$ cat config.mk
export PLATFORM = sky130hd
export DESIGN_NAME = imu_frame_parser_turn_counter_flat
export DESIGN_NICKNAME = d
export VERILOG_FILES = /design/src/hw/rtl/imuftc_pkg.sv /design/src/hw/rtl/imuftc_if.sv /design/src/hw/rtl/imuftc_parser.sv /design/src/hw/rtl/imu_frame_parser_turn_counter.sv /design/src/flat_wrapper.sv
export SDC_FILE = /design/constraint.sdc
export NUM_CORES = 1
export LEC_CHECK = 0
export BUFFER_PORTS_ARGS = -buffer_cell sky130_fd_sc_hd__buf_2
export CAP_MARGIN = 10
export CORE_ASPECT_RATIO = 1.5
export CORE_MARGIN = 1.5
export CORE_UTILIZATION = 62
export CTS_BUF_LIST = sky130_fd_sc_hd__clkbuf_8
export CTS_CLUSTER_DIAMETER = 60
export CTS_CLUSTER_SIZE = 20
export DETAILED_ROUTE_END_ITERATION = 7
export GPL_TIMING_DRIVEN = 0
export PLACE_DENSITY = 0.83
export SYNTH_ARGS = -nofsm -noshare
export SYNTH_HDL_FRONTEND = slang
export SYNTH_SLANG_ARGS = --single-unit
$ cat constraint.sdc
create_clock -name clk -period 5.75 [get_ports clk]
set_clock_uncertainty 0.05 [all_clocks]
set_input_delay 0.2875 -clock clk [delete_from_list [all_inputs] [get_ports clk]]
set_output_delay 0.2875 -clock clk [all_outputs]
set_load 0.1 [all_outputs]
$ cat src/hw/rtl/imuftc_pkg.sv
package imuftc_pkg;

	// Frame bytes.
	localparam logic [7:0] HDR_BYTE   = 8'h55;
	localparam logic [7:0] KIND_ACCEL = 8'h51;
	localparam logic [7:0] KIND_GYRO  = 8'h52;
	localparam logic [7:0] KIND_ANGLE = 8'h53;

	// Configuration port layout.
	localparam int CFG_IDX_W  = 1;
	localparam int CFG_DATA_W = 14;
	localparam logic [CFG_IDX_W-1:0] CFG_COUNT_EN  = 1'd0;
	localparam logic [CFG_IDX_W-1:0] CFG_TURN_BIAS = 1'd1;
	localparam logic [CFG_DATA_W-1:0] BIAS_RESET   = 14'd1820;

	// Result status codes.
	typedef enum logic [2:0] {
		ST_NONE,
		ST_YAW,
		ST_CKSUM,
		ST_OTHER,
		ST_BAD_TYPE
	} status_t;

	// What the parser reports for one byte.
	typedef struct packed {
		status_t            status;
		logic               yaw_ok;
		logic signed [15:0] yaw;
	} parse_res_t;

endpackage

$ cat src/hw/rtl/imuftc_if.sv
interface imuftc_in_if;
	logic       valid;
	logic       ready;
	logic       func;
	logic [7:0] rx_byte;

	modport source (output valid, func, rx_byte, input ready);
	modport sink (input valid, func, rx_byte, output ready);
endinterface

interface imuftc_out_if;
	logic               valid;
	logic               ready;
	logic        [2:0]  status;
	logic signed [15:0] yaw_angle;
	logic signed [31:0] total_angle;
	logic        [17:0] quarter_turns;
	logic signed [32:0] target_angle;

	modport source (output valid, status, yaw_angle, total_angle, quarter_turns, target_angle,
		input ready);
	modport sink (input valid, status, yaw_angle, total_angle, quarter_turns, target_angle,
		output ready);
endinterface

$ cat src/hw/rtl/imuftc_parser.sv
module imuftc_parser (
	input  logic                    clk,
	input  logic                    arst_n,
	input  logic                    byte_en,
	input  logic [7:0]              rx_byte,
	output imuftc_pkg::parse_res_t  res
);
	import imuftc_pkg::*;

	typedef enum logic [1:0] {
		PH_HEADER,
		PH_TYPE,
		PH_PAYLOAD
	} phase_t;

	phase_t     phase_q, phase_n;
	logic [3:0] count_q, count_n;
	logic [7:0] kind_q, kind_n;
	logic [7:0] sum_q, sum_n;
	logic [7:0] ylo_q, ylo_n;
	logic [7:0] yhi_q, yhi_n;

	// Next parser state and the status for the byte on the input.
	always_comb begin
		phase_n    = phase_q;
		count_n    = count_q;
		kind_n     = kind_q;
		sum_n      = sum_q;
		ylo_n      = ylo_q;
		yhi_n      = yhi_q;
		res.status = ST_NONE;
		res.yaw_ok = 1'b0;
		res.yaw    = {yhi_q, ylo_q};
		case (phase_q)
			PH_HEADER: begin
				if (rx_byte == HDR_BYTE) begin
					sum_n   = HDR_BYTE;
					phase_n = PH_TYPE;
				end
			end
			PH_TYPE: begin
				if (rx_byte inside {KIND_ACCEL, KIND_GYRO, KIND_ANGLE}) begin
					kind_n  = rx_byte;
					sum_n   = sum_q + rx_byte;
					count_n = 4'd0;
					phase_n = PH_PAYLOAD;
				end else begin
					res.status = ST_BAD_TYPE;
					// A header byte in the type slot starts a new frame.
					if (rx_byte == HDR_BYTE) begin
						sum_n   = HDR_BYTE;
						phase_n = PH_TYPE;
					end else begin
						phase_n = PH_HEADER;
					end
				end
			end
			PH_PAYLOAD: begin
				if (count_q == 4'd4) ylo_n = rx_byte;
				if (count_q == 4'd5) yhi_n = rx_byte;
				if (count_q < 4'd8) begin
					sum_n   = sum_q + rx_byte;
					count_n = count_q + 4'd1;
				end else begin
					// This byte is the checksum.
					count_n = 4'd0;
					phase_n = PH_HEADER;
					if (kind_q == KIND_ANGLE) begin
						if (sum_q == rx_byte) begin
							res.status = ST_YAW;
							res.yaw_ok = 1'b1;
						end else begin
							res.status = ST_CKSUM;
						end
					end else begin
						res.status = ST_OTHER;
					end
				end
			end
			default: begin
				count_n = 4'd0;
				phase_n = PH_HEADER;
			end
		endcase
	end

	// Parser state advances once per received byte.
	always_ff @(posedge clk or negedge arst_n) begin
		if (!arst_n) begin
			phase_q <= PH_HEADER;
			count_q <= 4'd0;
			kind_q  <= 8'd0;
			sum_q   <= 8'd0;
			ylo_q   <= 8'd0;
			yhi_q   <= 8'd0;
		end else if (byte_en) begin
			phase_q <= phase_n;
			count_q <= count_n;
			kind_q  <= kind_n;
			sum_q   <= sum_n;
			ylo_q   <= ylo_n;
			yhi_q   <= yhi_n;
		end
	end

endmodule

$ cat src/hw/rtl/imu_frame_parser_turn_counter.sv
// Channel   Dir  Payload                                                  Handshake
// rx_items  in   func, rx_byte                                            valid/ready
// results   out  status, yaw_angle, total_angle, quarter_turns, target   valid/ready
// cfg       in   cfg_we, cfg_index, cfg_wdata                             write enable only
//
// Three register stages: input, frame parse and total update, turn count.
// One request is taken per cycle while the results channel does not stall; each passes the
// input, stage-two and result registers. The rate is set by the total update, which closes on itself.
// A stalled result holds the whole pipe; ready reaches the input combinationally.
// Reset clears the parser, the totals and the pipe; no clearing pass is needed.
module imu_frame_parser_turn_counter #(
	parameter int TOTAL_WIDTH = 32
) (
	input  logic                               clk,
	input  logic                               arst_n,
	input  logic                               cfg_we,
	input  logic [imuftc_pkg::CFG_IDX_W-1:0]   cfg_index,
	input  logic [imuftc_pkg::CFG_DATA_W-1:0]  cfg_wdata,
	imuftc_in_if.sink                          rx_items,
	imuftc_out_if.source                       results
);
	import imuftc_pkg::*;

	localparam int TW = TOTAL_WIDTH;
	localparam int SW = TOTAL_WIDTH + 1;
	localparam int QW = TOTAL_WIDTH - 13;
	localparam int EW = TOTAL_WIDTH + 34;
	localparam logic signed [TW-1:0] T_MAX = {1'b0, {(TW-1){1'b1}}};
	localparam logic signed [TW-1:0] T_MIN = {1'b1, {(TW-1){1'b0}}};

	// Configuration registers.
	logic                  count_en_q;
	logic [CFG_DATA_W-1:0] bias_q;

	always_ff @(posedge clk or negedge arst_n) begin
		if (!arst_n) begin
			count_en_q <= 1'b0;
			bias_q     <= BIAS_RESET;
		end else if (cfg_we) begin
			case (cfg_index)
				CFG_COUNT_EN:  count_en_q <= cfg_wdata[0];
				CFG_TURN_BIAS: bias_q     <= cfg_wdata;
				default: ;
			endcase
		end
	end

	// Pipeline flow control.
	logic valid_s1, valid_s2, valid_s3;
	logic adv1, adv2, adv3;

	assign adv3           = !valid_s3 || results.ready;
	assign adv2           = !valid_s2 || adv3;
	assign adv1           = !valid_s1 || adv2;
	assign rx_items.ready = adv1;

	// Input register.
	logic       func_s1;
	logic [7:0] byte_s1;

	always_ff @(posedge clk or negedge arst_n) begin
		if (!arst_n) begin
			valid_s1 <= 1'b0;
		end else if (adv1) begin
			valid_s1 <= rx_items.valid;
		end
	end

	always_ff @(posedge clk) begin
		if (adv1) begin
			func_s1 <= rx_items.func;
			byte_s1 <= rx_items.rx_byte;
		end
	end

	// Frame parser, stepped by each byte request that enters stage two.
	logic       take;
	logic       byte_en;
	parse_res_t pres;

	assign take    = valid_s1 && adv2;
	assign byte_en = take && !func_s1;

	imuftc_parser u_parser (
		.clk     (clk),
		.arst_n  (arst_n),
		.byte_en (byte_en),
		.rx_byte (byte_s1),
		.res     (pres)
	);

	// Yaw difference, wrapped to a half turn, and the saturating total.
	logic signed [15:0] cur_yaw_q, prev_yaw_q;
	logic signed [TW-1:0] total_q;
	logic signed [17:0] diff_raw, diff_wrap;
	logic signed [SW-1:0] tot_sum;
	logic signed [TW-1:0] tot_sat;

	always_comb begin
		diff_raw = 18'(pres.yaw) - 18'(prev_yaw_q);
		if (diff_raw < -18'sd32768) begin
			diff_wrap = diff_raw + 18'sd65536;
		end else if (diff_raw > 18'sd32768) begin
			diff_wrap = diff_raw - 18'sd65536;
		end else begin
			diff_wrap = diff_raw;
		end
		tot_sum = SW'(total_q) + SW'(diff_wrap);
		if (tot_sum[SW-1] != tot_sum[SW-2]) begin
			tot_sat = tot_sum[SW-1] ? T_MIN : T_MAX;
		end else begin
			tot_sat = tot_sum[TW-1:0];
		end
	end

	// Stage two: yaw and total state, with the status of the request.
	status_t status_s2;
	logic    upd_s2, clr_s2;

	always_ff @(posedge clk or negedge arst_n) begin
		if (!arst_n) begin
			valid_s2   <= 1'b0;
			cur_yaw_q  <= '0;
			prev_yaw_q <= '0;
			total_q    <= '0;
		end else begin
			if (adv2) valid_s2 <= valid_s1;
			if (take && func_s1) begin
				total_q    <= '0;
				prev_yaw_q <= cur_yaw_q;
			end else if (byte_en && pres.yaw_ok) begin
				cur_yaw_q  <= pres.yaw;
				prev_yaw_q <= pres.yaw;
				if (count_en_q) total_q <= tot_sat;
			end
		end
	end

	always_ff @(posedge clk) begin
		if (take) begin
			status_s2 <= func_s1 ? ST_NONE : pres.status;
			upd_s2    <= !func_s1 && pres.yaw_ok && count_en_q;
			clr_s2    <= func_s1;
		end
	end

	// Quarter turns and target from the stage-two total.
	logic          [TW-1:0] tot_u, mag;
	logic          [SW-1:0] biased;
	logic          [QW-1:0] quarters;
	logic          [EW-1:0] q_ext, tgt_pos, tgt;
	logic signed   [EW-1:0] tot_ext;

	always_comb begin
		tot_u    = total_q;
		mag      = total_q[TW-1] ? (~tot_u + TW'(1)) : tot_u;
		biased   = SW'(mag) + SW'(bias_q);
		quarters = biased[SW-1:14];
		q_ext    = EW'(quarters);
		tgt_pos  = q_ext << 14;
		tgt      = total_q[TW-1] ? (~tgt_pos + EW'(1)) : tgt_pos;
		tot_ext  = EW'(total_q);
	end

	// Stage three: result register; turn count and target are kept state.
	logic                load3;
	status_t             status_s3;
	logic signed [15:0]  yaw_s3;
	logic signed [31:0]  total_s3;
	logic        [17:0]  turn_q;
	logic signed [32:0]  target_q;

	assign load3 = valid_s2 && adv3;

	always_ff @(posedge clk or negedge arst_n) begin
		if (!arst_n) begin
			valid_s3 <= 1'b0;
			turn_q   <= '0;
			target_q <= '0;
		end else begin
			if (adv3) valid_s3 <= valid_s2;
			if (load3 && clr_s2) begin
				turn_q   <= '0;
				target_q <= '0;
			end else if (load3 && upd_s2) begin
				turn_q   <= q_ext[17:0];
				target_q <= tgt[32:0];
			end
		end
	end

	always_ff @(posedge clk) begin
		if (load3) begin
			status_s3 <= status_s2;
			yaw_s3    <= cur_yaw_q;
			total_s3  <= tot_ext[31:0];
		end
	end

	assign results.valid         = valid_s3;
	assign results.status        = status_s3;
	assign results.yaw_angle     = yaw_s3;
	assign results.total_angle   = total_s3;
	assign results.quarter_turns = turn_q;
	assign results.target_angle  = target_q;

	// A clear request leaves no turns behind.
	a_clear_zero: assert property (@(posedge clk) disable iff (!arst_n)
		load3 && clr_s2 |=> turn_q == '0 && target_q == '0)
		else $error("turn state not cleared");

	// The target is always a whole number of quarter turns.
	a_target_aligned: assert property (@(posedge clk) disable iff (!arst_n)
		target_q[13:0] == 14'd0)
		else $error("target not quarter-turn aligned");

	// The total moves only when a request enters stage two.
	a_total_hold: assert property (@(posedge clk) disable iff (!arst_n)
		!take |=> $stable(total_q))
		else $error("total changed without a request");

endmodule
$ cat src/flat_wrapper.sv
// flat-port wrapper written by rule: the top's interface ports become plain ports
module imu_frame_parser_turn_counter_flat import imuftc_pkg::*;
#(
	parameter int TOTAL_WIDTH = 32
)
  (clk, arst_n, cfg_we, cfg_index, cfg_wdata, rx_items_valid, rx_items_func, rx_items_rx_byte, rx_items_ready, results_valid, results_status, results_yaw_angle, results_total_angle, results_quarter_turns, results_target_angle, results_ready);
  imuftc_in_if rx_items_i ();
  imuftc_out_if results_i ();
  input  logic clk;
  input  logic arst_n;
  input  logic cfg_we;
  input  logic [imuftc_pkg::CFG_IDX_W-1:0] cfg_index;
  input  logic [imuftc_pkg::CFG_DATA_W-1:0] cfg_wdata;
  input wire logic [$bits(rx_items_i.valid)-1:0] rx_items_valid;
  input wire logic [$bits(rx_items_i.func)-1:0] rx_items_func;
  input wire logic [$bits(rx_items_i.rx_byte)-1:0] rx_items_rx_byte;
  output wire logic [$bits(rx_items_i.ready)-1:0] rx_items_ready;
  output wire logic [$bits(results_i.valid)-1:0] results_valid;
  output wire logic [$bits(results_i.status)-1:0] results_status;
  output wire logic [$bits(results_i.yaw_angle)-1:0] results_yaw_angle;
  output wire logic [$bits(results_i.total_angle)-1:0] results_total_angle;
  output wire logic [$bits(results_i.quarter_turns)-1:0] results_quarter_turns;
  output wire logic [$bits(results_i.target_angle)-1:0] results_target_angle;
  input wire logic [$bits(results_i.ready)-1:0] results_ready;
  assign rx_items_i.valid = rx_items_valid;
  assign rx_items_i.func = rx_items_func;
  assign rx_items_i.rx_byte = rx_items_rx_byte;
  assign rx_items_ready = rx_items_i.ready;
  assign results_valid = results_i.valid;
  assign results_status = results_i.status;
  assign results_yaw_angle = results_i.yaw_angle;
  assign results_total_angle = results_i.total_angle;
  assign results_quarter_turns = results_i.quarter_turns;
  assign results_target_angle = results_i.target_angle;
  assign results_i.ready = results_ready;
  imu_frame_parser_turn_counter #(.TOTAL_WIDTH(TOTAL_WIDTH)) u_core (.clk(clk), .arst_n(arst_n), .cfg_we(cfg_we), .cfg_index(cfg_index), .cfg_wdata(cfg_wdata), .rx_items(rx_items_i), .results(results_i));
endmodule
==> reports/qor.yml, run 1 <==
place_area_um2: 13800
hold_violations: 0
grt_pass1_wl_mm: 49.3
status: "completed"
vias: 10300
crit_type: "reg2reg"
htree_levels: 1
dieArea_um2: 21600
avgSynthCellArea_um2: 10.2
worst_hold_path_type: "in2reg"
via_per_inst: 6.02
power.internal_mw: 3.25
yosysWarnings: 0
final-setup-viol-count: 0
drv_slew: 0
routed_wl_mm: 31.0
place.gp.congestion: 0.963
first_iter_violations: 473
clk_latency_ps: 530
leakage_nw: 6.82
grt_max_degree: 95
port_buffers: 118
cts.reportedPaths.clkPinSlew_ps: 120
drc: 0
power_density_nw_per_um2: 394
relSlewSlack: 0.261
cts-buffers-inserted: 16
layout-drive-gt1-share: 0.199
max_freq_ghz: 0.176
worst_pin_slew_ps: 1100
rsz0062_at_grt: "yes"
die_x_um: 120
start_kind: "flop"
clock-sinks: 221
clockBufferDepth: 3
ir_drop_mv: 0.288
rows: 64
critPathRequiredTime_ps: 6120
final_cell_area_um2: 14700
p_clk_frac: 0.141
switching_share: 0.439
crit_fanout: 10
cts_tree: "built"
critPathCaptureType: "flop"
netlist_area_um2: 12800
yosysSeqAreaShare: 0.458
critPathArrivalTime_ps: 6040
core_area_um2: 20300
p_sw_mw: 2.54
hold_ws_ps: 33.2
async_flop_share: 0.706
die_h_um: 179
synth.ff_latch_count: 221
detail_route.wl_per_cell_um: 18.0
most-common-layout-cells: "dfrtp_1, nand2_1, buf_2"
overflow: 0
antenna_found_initial: 0
synthCells: 1258
syn2layout_area_growth_pct: 14.6
yosysUniqueCellTypes: 86
final_common_cell: "dfrtp_1"
initial_core_util: 0.630
antenna_cells: 0
ant_nets: 0
drv_cap: 0
nets: 1539
synth_ff_type: "dfrtp_1"
period_share: 0.987
final.min_clock_period_ps: 5680
ios: 133
root_buffer: "clkbuf_8"
synth_edf_count: 65
combPwrFrac: 0.532
grt_pass1_vias: 10200
hpwlAfterDp_mm: 23.5
drt_pass1_iterations: 5
seq_power_share: 0.327
grt_usage: 0.286
-- repair_timing --
| item | in CTS | in global routing |
|---|---|---|
| setup buffers | 3 | 9 |
| resized for setup | 30 | 20 |
| endpoints found under the hold margin | 84 | 0 |
| pin swaps | 4 | 7 |
| setup endpoints to repair | 50 | 40 |
| hold buffers | 25 | 0 |
-- state kept, by name, indices dropped and copies added, names as in the netlist, 14 cells and up --
register / cells
u_core.results.quarter_turns: 18
u_core.cur_yaw_q: 16
u_core.tot_u: 32
u_core.prev_yaw_q: 16
u_core.results.yaw_angle: 16
u_core.bias_q: 14
u_core.results.target_angle: 18
u_core.results.total_angle: 32
-- synth_stat cells (6+ instances only) --
library cell | number | share of area
a211oi_1 | 10 | 0.0059
a21o_1 | 18 | 0.011
a21oi_1 | 59 | 0.023
a22o_1 | 29 | 0.020
a22oi_1 | 18 | 0.011
a31o_2 | 10 | 0.0068
a31oi_1 | 11 | 0.0054
and2_1 | 17 | 0.0083
and3_1 | 9 | 0.0044
buf_4 | 15 | 0.0088
clkbuf_1 | 38 | 0.011
dfrtp_1 | 150 | 0.29
dfstp_2 | 6 | 0.012
edfxtp_1 | 65 | 0.15
ha_1 | 63 | 0.062
inv_1 | 46 | 0.013
mux2_2 | 50 | 0.044
mux2i_1 | 9 | 0.0070
nand2_1 | 141 | 0.041
nand2b_1 | 19 | 0.0093
nand3_1 | 23 | 0.0090
nand4_1 | 10 | 0.0049
nor2_1 | 68 | 0.020
nor2b_1 | 9 | 0.0044
nor3_1 | 26 | 0.010
nor4_1 | 10 | 0.0049
o21a_1 | 10 | 0.0059
o21ai_0 | 80 | 0.031
o21bai_1 | 8 | 0.0047
o31ai_1 | 18 | 0.011
or2_2 | 7 | 0.0034
or3_1 | 9 | 0.0044
xnor2_1 | 58 | 0.040
xor2_1 | 30 | 0.021
-- kinds of logic after synthesis --
group                      count (synthesis)  synth area share
other                                      1          0.000293
xor gates and xnor gates                  88            0.0602
buffers and inverters                    108            0.0369
AOI/OAI and AO/OA                        335             0.179
and+or+nand+nor                          380             0.149
adders and majority gates                 66            0.0662
DFF                                      221             0.458
muxes                                     59            0.0510
-- critical path: stages, from the launching register on --
cell and delay (ps):
dfrtp_1 420, inv_1 80, ha_1 190, fa_1 540, inv_1 70, a211o_1 260, a2111oi_4 380, nor4b_4 300
nand4b_1 220, a2111o_1 410, nand2_4 150, inv_2 140, ha_4 310, and2_1 170, nand2_1 70, o2111a_2 290
buf_4 150, nor2_4 100, and2_4 170, nand2_1 60, a21oi_1 120, o21ai_0 110, and2_1 190, buf_2 170
clkbuf_4 230, a22o_1 220
-- through the flow --
stage / utilization / TNS (ps) / setup WS [ps] / total power [mW] / instances
4_1_cts: 0.715 / 0 / 25.0 / 5.63 / 1711
3_5_place_dp: 0.681 / -26720 / -913 / 4.75 / 1656
6_report: 0.722 / 0 / 74.5 / 5.79 / 1718
3_3_place_gp: 0.678 / -23660 / -850 / 4.66 / 1653
2_1_floorplan: - / 0 / 545 / 4.15 / 1271
5_1_grt: 0.722 / -557 / -65.8 / 6.17 / 1718
-- power groups by stage --
stage                     Sequential, mW  Clock, mW  Combinational, mW
final                               1.89      0.814               3.08
after global routing                1.91      0.887               3.38
after CTS                           1.89      0.834               2.91
after detailed placement            1.92          0               2.83
after global placement              1.92          0               2.74
after floorplan                     2.08          0               2.07
-- area by class of cell --
class / count / area (um^2)
sequential: 221 / 5870
tap: 264 / 330
multi-input combinational: 942 / 6720
fill: 1478 / 5650
inverter: 48 / 180
clock inverter: 11 / 72.6
buffer: 57 / 297
clock buffer: 17 / 234
timing repair buffer: 158 / 990
-- final timing paths --
kind	from	end	slack [ps]	cells after the start
max	u_core.u_parser.ylo_q[0]	u_core.tot_u[28]	70	25
max reg2reg	u_core.u_parser.ylo_q[0]	u_core.tot_u[28]	70	25
min	results_ready	u_core.results.valid	30	3
min in group asynchronous	arst_n	u_core.bias_q[13]	230	2
min reg2reg	u_core.status_s2[2]	u_core.results.status[2]	400	0
max in group asynchronous	arst_n	u_core.u_parser.sum_q[4]	4560	3
-- metal layers --
layer  global-route usage  up-vias  routed length, um
met2                0.537      376              16400
met5                    0        -                  0
li1                     -     4952                  -
met1                0.305     4894              11400
met4                0.172        0               1670
met3               0.0331      115               1540
Power figures use the tool's default switching activity.
==> run 2: changes to the inputs <==
--- a/config.mk
+++ b/config.mk
@@ -16,6 +16,7 @@
 export DETAILED_ROUTE_END_ITERATION = 7
 export GPL_TIMING_DRIVEN = 0
 export PLACE_DENSITY = 0.83
+export RECOVER_POWER = 25
 export SYNTH_ARGS = -nofsm -noshare
 export SYNTH_HDL_FRONTEND = slang
 export SYNTH_SLANG_ARGS = --single-unit
==> run 2 against run 1 <==
  * The run now ends with capacitance limit, slew limit left
  * Core utilization about the same
  * Flip-flop and latch count did not move
  * Register-to-register slack is essentially flat
  * Routed wire length hardly changed
  * Sequential share of layout area hardly changed
  * Worst hold slack hardly changed
  * Critical path depth unchanged
  * Final cell count is the same
  * Critical endpoint unchanged
  * Highest routed layer unchanged
==> reports/qor.yml, run 2 (synthesis results as in run 1) <==
relSlewSlack: -1.25
hold_ws_ps: 33.3
nFillCells: 1481
leakage_nw: 6.82
clk_latency_ps: 530
initial_core_util: 0.630
status: "complete, but fails checks"
violations: "capacitance limit, slew limit"
htree_levels: 1
finalSetupTns_ps: 0
antenna_cells: 0
grt_usage: 0.286
p_clk_frac: 0.141
clockBufferDepth: 3
reg2regPathDepth: 25
detail_route.wl_per_cell_um: 18.0
rsz0062_at_grt: "yes"
hpwlAfterDp_mm: 23.5
crit_type: "reg2reg"
most-common-layout-cells: "dfrtp_1, nand2_1, buf_2"
drc: 0
antenna_found_initial: 0
switching_share: 0.439
p_sw_mw: 2.55
root_buffer: "clkbuf_8"
dp_cells: 1656
worst_hold_path_type: "in2reg"
worst_pin_slew_ps: 3370
seq_power_share: 0.327
ios: 133
crit_fanout: 10
start_kind: "flop"
ant_nets: 0
syn2layout_area_growth_pct: 14.5
critPathRequiredTime_ps: 6120
critPathCaptureType: "flop"
first_iter_violations: 473
cts.reportedPaths.clkPinSlew_ps: 120
drv_slew: 63
stdcell_count: 1718
via_per_inst: 6.01
power_density_nw_per_um2: 395
vias: 10300
clock-sinks: 221
period_share: 0.986
overflow: 0
max_freq_ghz: 0.176
layout-drive-gt1-share: 0.197
place.gp.congestion: 0.963
rows: 64
drv_cap: 1
hold_violations: 0
combPwrFrac: 0.533
grt_pass1_wl_mm: 49.3
cts-buffers-inserted: 16
power.internal_mw: 3.25
die_h_um: 179
dieArea_um2: 21600
cts_tree: "built"
drt_pass1_iterations: 5
whs_path_depth: 3
ir_drop_mv: 0.288
routed_wl_mm: 31.0
core_area_um2: 20300
port_buffers: 118
grt_pass1_vias: 10200
grt_max_degree: 95
final-setup-viol-count: 0
place_area_um2: 13800
final_common_cell: "dfrtp_1"
fin_total_pwr_mw: 5.79
die_x_um: 120
final.min_clock_period_ps: 5670
final_cell_area_um2: 14700
nets: 1539
critPathArrivalTime_ps: 6040
==> run 2: changes by cell type in the layout (fill, tap and decap cells not counted), sizes merged <==
| cell | delta |
|---|---|
| buf | -2 |
| clkbuf | +2 |
==> run 2: cell type report <==
type	instances	area [um^2]	share of cell area
sequential	221	5860	0.400
multi-input combinational	942	6720	0.458
buffer	57	297	0.0202
inverter	48	180	0.0123
timing repair buffer	158	982	0.0669
tap	264	330	0.0225
clock buffer	17	234	0.0159
clock inverter	11	72.6	0.00494
==> run 2: metal layers <==
| metal | wire [um] | up-vias | global-route usage | share of wire |
|---|---|---|---|---|
| met5 | 0 | - | 0 | 0 |
| met4 | 1660 | 0 | 0.172 | 0.054 |
| met3 | 1480 | 115 | 0.0331 | 0.048 |
| met2 | 16400 | 366 | 0.537 | 0.53 |
| met1 | 11500 | 4896 | 0.305 | 0.37 |
| li1 | - | 4954 | - | - |
==> run 2: worst paths after layout <==
check                                    startpoint                  endpoint  slack [ps]
max                        u_core.u_parser.ylo_q[0]          u_core.tot_u[28]          80
min                                   results_ready      u_core.results.valid          30
max reg2reg                u_core.u_parser.ylo_q[0]          u_core.tot_u[28]          80
min reg2reg                     u_core.status_s2[2]  u_core.results.status[2]         400
max in group asynchronous                    arst_n  u_core.u_parser.sum_q[0]        2340
min in group asynchronous                    arst_n         u_core.bias_q[13]        1370
==> run 2: power by group through the flow <==
stage	logic (mW)	clock network, mW	registers (mW)
CTS	2.91	0.834	1.89
finish	3.08	0.814	1.89
global placement	2.74	0	1.92
detailed placement	2.83	0	1.92
global route	3.38	0.887	1.91
floorplan	2.07	0	2.08
==> run 2: metrics by stage <==
stage	util	setup WS, ps
after floorplan	-	545
after detailed placement	0.681	-913
after global placement	0.678	-850
after global routing	0.722	-65.8
after CTS	0.715	25.0
final	0.722	77.6
==> run 2: worst max-delay path, stage by stage, from the launching register on <==
cell and delay [ps]:
dfrtp_1 420, inv_1 80, ha_1 190, fa_1 540, inv_1 70, a211o_1 260, a2111oi_4 380, nor4b_4 300
nand4b_1 220, a2111o_1 410, nand2_4 150, inv_2 140, ha_4 310, and2_1 170, nand2_1 70, o2111a_2 290
buf_4 150, nor2_4 100, and2_4 170, nand2_1 60, a21oi_1 120, o21ai_0 110, and2_1 190, buf_2 170
clkbuf_4 230, a22o_1 220
==> run 2: timing repair <==
action / 4_1_cts / 5_1_grt
pin swaps: 4 / 7
buffers inserted: 3 / 9
gates resized for setup: 30 / 20
endpoints found under the setup margin: 50 / 40
hold endpoints to repair: 84 / 0
hold buffers: 25 / 0
